## src/hw/rtl/brainfuck_machine_unit_defines.svh

```systemverilog
// ----------------------------------------------------------------------------
// brainfuck_machine_unit_defines.svh
// Assertion macros used by the machine's top level.
// ----------------------------------------------------------------------------
`ifndef BRAINFUCK_MACHINE_UNIT_DEFINES_SVH
`define BRAINFUCK_MACHINE_UNIT_DEFINES_SVH

// Same-cycle implication, disabled during reset.
`define BMU_ASSERT_NOW(label, clk, rst, ante, cons) \
  label: assert property (@(posedge clk) disable iff (rst) (ante) |-> (cons)) \
    else $error("brainfuck_machine_unit: same-cycle check failed");

// Next-cycle implication, disabled during reset.
`define BMU_ASSERT_NEXT(label, clk, rst, ante, cons) \
  label: assert property (@(posedge clk) disable iff (rst) (ante) |=> (cons)) \
    else $error("brainfuck_machine_unit: next-cycle check failed");

`endif

```

## src/hw/rtl/bfm_pkg.sv

```systemverilog
// ----------------------------------------------------------------------------
// bfm_pkg
// Types and constants shared by the controller, datapath and top level.
// ----------------------------------------------------------------------------
`default_nettype none

package bfm_pkg;

  // request modes
  localparam logic [1:0] MODE_LOAD  = 2'd0;
  localparam logic [1:0] MODE_STEP  = 2'd1;
  localparam logic [1:0] MODE_RUN   = 2'd2;
  localparam logic [1:0] MODE_CLEAR = 2'd3;

  // status codes
  localparam logic [1:0] ST_RUN       = 2'd0;
  localparam logic [1:0] ST_FIN       = 2'd1;
  localparam logic [1:0] ST_UNMATCHED = 2'd2;
  localparam logic [1:0] ST_FULL      = 2'd3;

  // instruction characters
  localparam logic [7:0] CH_PLUS  = 8'h2B;
  localparam logic [7:0] CH_MINUS = 8'h2D;
  localparam logic [7:0] CH_RIGHT = 8'h3E;
  localparam logic [7:0] CH_LEFT  = 8'h3C;
  localparam logic [7:0] CH_DOT   = 8'h2E;
  localparam logic [7:0] CH_LBRK  = 8'h5B;
  localparam logic [7:0] CH_RBRK  = 8'h5D;

  localparam int CELL_W = 32;

  typedef enum logic [2:0] {
    DP_NOP,
    DP_LATCH,
    DP_START,
    DP_EXEC,
    DP_SCAN_F,
    DP_SCAN_B,
    DP_CLR,
    DP_LOAD
  } dp_op_t;

  typedef struct packed {
    dp_op_t op;
  } dp_cmd_t;

  typedef struct packed {
    logic need_exec;
    logic need_clear;
    logic to_scan_f;
    logic to_scan_b;
    logic scan_end;
    logic clr_last;
  } dp_stat_t;

  typedef enum logic [2:0] {
    CS_INIT_CLR,
    CS_IDLE,
    CS_START,
    CS_EXEC,
    CS_SCAN_F,
    CS_SCAN_B,
    CS_RUN_CLR,
    CS_RESULT
  } ctl_state_t;

endpackage

`default_nettype wire

```

## src/hw/rtl/bfm_ctrl.sv

```systemverilog
// ----------------------------------------------------------------------------
// bfm_ctrl
// Sequencing state machine: request intake, dispatch, result hand-off.
// ----------------------------------------------------------------------------
`default_nettype none

module bfm_ctrl (
  input  wire logic              clk,
  input  wire logic              rst,
  input  wire logic              req_valid,
  output logic                   req_stall,
  output logic                   rsp_valid,
  input  wire logic              rsp_stall,
  output bfm_pkg::dp_cmd_t       cmd,
  input  wire bfm_pkg::dp_stat_t stat
);

  bfm_pkg::ctl_state_t state, state_next;
  logic                rsp_valid_next;

  always_ff @(posedge clk) begin
    if (rst) begin
      state     <= bfm_pkg::CS_INIT_CLR;
      rsp_valid <= 1'b0;
    end else begin
      state     <= state_next;
      rsp_valid <= rsp_valid_next;
    end
  end

  always_comb begin
    state_next     = state;
    cmd.op         = bfm_pkg::DP_NOP;
    req_stall      = 1'b1;
    rsp_valid_next = rsp_valid && rsp_stall;
    unique case (state)
      bfm_pkg::CS_INIT_CLR: begin
        cmd.op = bfm_pkg::DP_CLR;
        if (stat.clr_last) state_next = bfm_pkg::CS_IDLE;
      end
      bfm_pkg::CS_IDLE: begin
        req_stall = 1'b0;
        if (req_valid) begin
          cmd.op     = bfm_pkg::DP_LATCH;
          state_next = bfm_pkg::CS_START;
        end
      end
      bfm_pkg::CS_START: begin
        cmd.op = bfm_pkg::DP_START;
        priority if (stat.need_exec) state_next = bfm_pkg::CS_EXEC;
        else if (stat.need_clear) state_next = bfm_pkg::CS_RUN_CLR;
        else state_next = bfm_pkg::CS_RESULT;
      end
      bfm_pkg::CS_EXEC: begin
        cmd.op = bfm_pkg::DP_EXEC;
        priority if (stat.to_scan_f) state_next = bfm_pkg::CS_SCAN_F;
        else if (stat.to_scan_b) state_next = bfm_pkg::CS_SCAN_B;
        else state_next = bfm_pkg::CS_RESULT;
      end
      bfm_pkg::CS_SCAN_F: begin
        cmd.op = bfm_pkg::DP_SCAN_F;
        if (stat.scan_end) state_next = bfm_pkg::CS_RESULT;
      end
      bfm_pkg::CS_SCAN_B: begin
        cmd.op = bfm_pkg::DP_SCAN_B;
        if (stat.scan_end) state_next = bfm_pkg::CS_RESULT;
      end
      bfm_pkg::CS_RUN_CLR: begin
        cmd.op = bfm_pkg::DP_CLR;
        if (stat.clr_last) state_next = bfm_pkg::CS_RESULT;
      end
      bfm_pkg::CS_RESULT: begin
        // output register free, or emptied this cycle
        if (!rsp_valid || !rsp_stall) begin
          cmd.op         = bfm_pkg::DP_LOAD;
          rsp_valid_next = 1'b1;
          state_next     = bfm_pkg::CS_IDLE;
        end
      end
    endcase
  end

endmodule

`default_nettype wire

```

## config.mk

```make
export PLATFORM = sky130hd
export DESIGN_NAME = bfm_ctrl
export DESIGN_NICKNAME = d
export VERILOG_FILES = /design/src/hw/rtl/brainfuck_machine_unit_defines.svh /design/src/hw/rtl/bfm_pkg.sv /design/src/hw/rtl/bfm_ctrl.sv
export SDC_FILE = /design/constraint.sdc
export NUM_CORES = 1
export LEC_CHECK = 0
export ABC_AREA = 1
export BUFFER_PORTS_ARGS = -buffer_cell sky130_fd_sc_hd__buf_2
export CAP_MARGIN = 0
export CORE_AREA = 2 2 39 41
export DETAILED_ROUTE_END_ITERATION = 6
export DIE_AREA = 0 0 41 43
export PLACE_DENSITY_LB_ADDON = 0.15
export SETUP_SLACK_MARGIN = 0.02
export SLEW_MARGIN = 40
export SYNTH_ARGS = -nofsm -noshare
export SYNTH_HDL_FRONTEND = slang
export SYNTH_SLANG_ARGS = --single-unit
```

## constraint.sdc

```tcl
create_clock -name clk -period 1.45 [get_ports clk]
set_input_delay 0 -clock clk [delete_from_list [all_inputs] [get_ports clk]]
set_output_delay 0 -clock clk [all_outputs]
set_load 0.01 [all_outputs]
```

==> results.txt <==
clock tree buffer depth -> 2
Slew Viols, Final -> 0
CORE AREA -> 1380 sq um
relative slew slack -> 87.8%
#FFs+latches synth -> 4
Clock transition at path regs -> 30 ps
Post-Place Cells -> 93
Die H -> 43 microns
R2R setup slack -> 270 ps
WHS -> 125 ps
Worst R2R Start -> state[1]
GR Overflow Total -> 0
CP Capture Type -> output pin
initial drt markers -> 3
maximum VDD drop -> 0.703 mV
starting density of the core -> 26.9%
cell taking the most area after synthesis -> dfxtp_1
Final ANT Viol Nets -> 0
num ports -> 15
Detail Placement HPWL -> 751 microns
Sw Share -> 50.5%
first-pass GRT wire length -> 1460 microns
Worst R2R Path Depth -> 7
min Tclk post-route -> 1300 ps
Comb power frac -> 66.1%
Worst Path Required -> 1450 ps
Die Area -> 1760 sq um
RSZ-0062 raised after global routing -> no
TNS Setup -> 0 ps
Worst R2R End -> state[0]
setup slack at placement -> 242 ps
total leakage power -> 0.291 nW
CTS root buffer -> clkbuf_4
commonest non-fill, non-tap cells in the layout -> nand2_1, buf_2, inv_1, nor2_1, a21oi_1
final period utilization -> 89.6%
pin count of the biggest net entering global routing -> 8
Seq pwr share -> 21.6%
commonest non-fill, non-tap cell in the layout -> nand2_1
row count -> 14
First-pass DRT Iterations -> 4
synthesized area -> 373 sq um
post-synthesis sequential area ratio -> 21.5%
Max Cap Viol -> 0
Port-buffer cells -> 14
status -> complete, no violations
Filler cells -> 174
ant diodes -> 0
PnR Total Power -> 1.06 mW
net switching power figure -> 0.537 mW
Post-DP Area -> 463 sq um
Routed Wire Length -> 886 microns
drt wl/cell -> 9.13 microns
CTS tree -> built
# setup viols final -> 0
Critical Path Fanout Max -> 5
synth top area cells -> dfxtp_1, nand2_1, inv_1
H-tree levels -> 1
GRT Util Overall -> 12.4%
end point of the critical path -> cmd[1]
critical path class -> flop to output pin
Critical path origin -> state[1]
Mapped Avg Cell Area -> 5.92 sq um
syn_nets -> 73
DRC Markers -> 0
worst-margin pin slew -> 183 ps
vias in the first global route -> 366
DIE WIDTH -> 41 microns
Final GP Congestion -> 0.762
fraction of layout cells with a size suffix above 1 -> 35.8%
final hold vios -> 0
post-route cell area -> 502 sq um
clk sink count -> 4
final core occ -> 36.3%
startpoint types -> flop
final net count -> 93
initial antenna violation count -> 0
unique cell type count in the Yosys netlist -> 16
Synth Instances -> 63
Pwr Density -> 2120 nW/um^2
# Post-CTS Setup Buffers -> 0
Pint -> 0.525 mW
Clock power frac -> 12.3%
final cell count without fillers -> 97
post-synth top area share -> 21.5%
Skew-Pair Late Insertion Delay -> 230 ps
clock skew -> 1.02 ps
Num CTS Buffers -> 3
crit path DAT -> 1300 ps
synth warn -> 0
Final WS setup -> 150 ps
fmax -> 0.769 GHz
area growth from synthesis to layout -> 34.6%
routed vias -> 432
Min-Delay Path Class -> input port to flop
vias per inst -> 4.45
==> cell type report <==
cell class / instances / area [sq um] / share of cell area, %
clock buffers: 3 / 22.5 / 4.49
flip-flops and latches: 4 / 82.6 / 16.5
well taps: 16 / 20.0 / 3.99
multi-input cells: 47 / 251 / 50.1
inverters: 12 / 45.0 / 8.98
repair buffers: 15 / 80.1 / 16.0
==> Yosys cell counts, drive strengths merged <==
master,n
nand2,22
inv,12
a21oi,7
nor2,7
nand3,6
dfxtp,4
o21a,2
nand3b,1
o211ai,1
o311a,1
==> timing repair <==
action | in CTS | in global routing
hold buffers | 1 | 0
endpoints found under the setup margin | 1 | 2
resized for setup | 1 | 2
hold endpoints to repair | 1 | 0
==> critical path: stages (launching register included) <==
cell and delay, ps:
dfxtp_1 400, inv_1 120, nand3_2 110, nand2_1 80
a21oi_2 160, nand2_1 60, buf_2 140
==> kinds of logic (layout without fill, tap and decap cells) <==
| family | after synthesis | after routing | synth area share, % |
|---|---|---|---|
| compound gates | 11 | 11 | 19.1 |
| buf+inv | 12 | 30 | 12.1 |
| flops | 4 | 4 | 21.5 |
| simple gates | 36 | 36 | 47.3 |
==> sequential cells by signal, indices dropped and copies added (netlist names) <==
| signal | count |
|---|---|
| state | 3 |
| rsp_valid | 1 |
==> layer usage <==
metal | global-route usage [%] | share of wire [%]
met1 | 15.1 | 45
met4 | 10.0 | 1.1
met2 | 18.4 | 48
met5 | 0 | 0
met3 | 1.57 | 5.3
==> worst min path at each step <==
stage / cells after the start / start / to
after global placement: 2 / rst / state[1]
after global routing: 3 / stat[0] / state[1]
final: 3 / stat[0] / state[1]
after detailed placement: 2 / rst / state[1]
after CTS: 3 / stat[0] / state[1]
after floorplan: 1 / rst / state[1]
==> power by group through the flow <==
stage,clock [mW],sequential (mW),combinational [mW]
2_1_floorplan,0,0.204,0.519
3_3_place_gp,0,0.220,0.712
3_5_place_dp,0,0.220,0.699
4_1_cts,0.139,0.223,0.703
5_1_grt,0.141,0.238,0.805
6_report,0.130,0.229,0.702
Power figures use the tool's default switching activity.
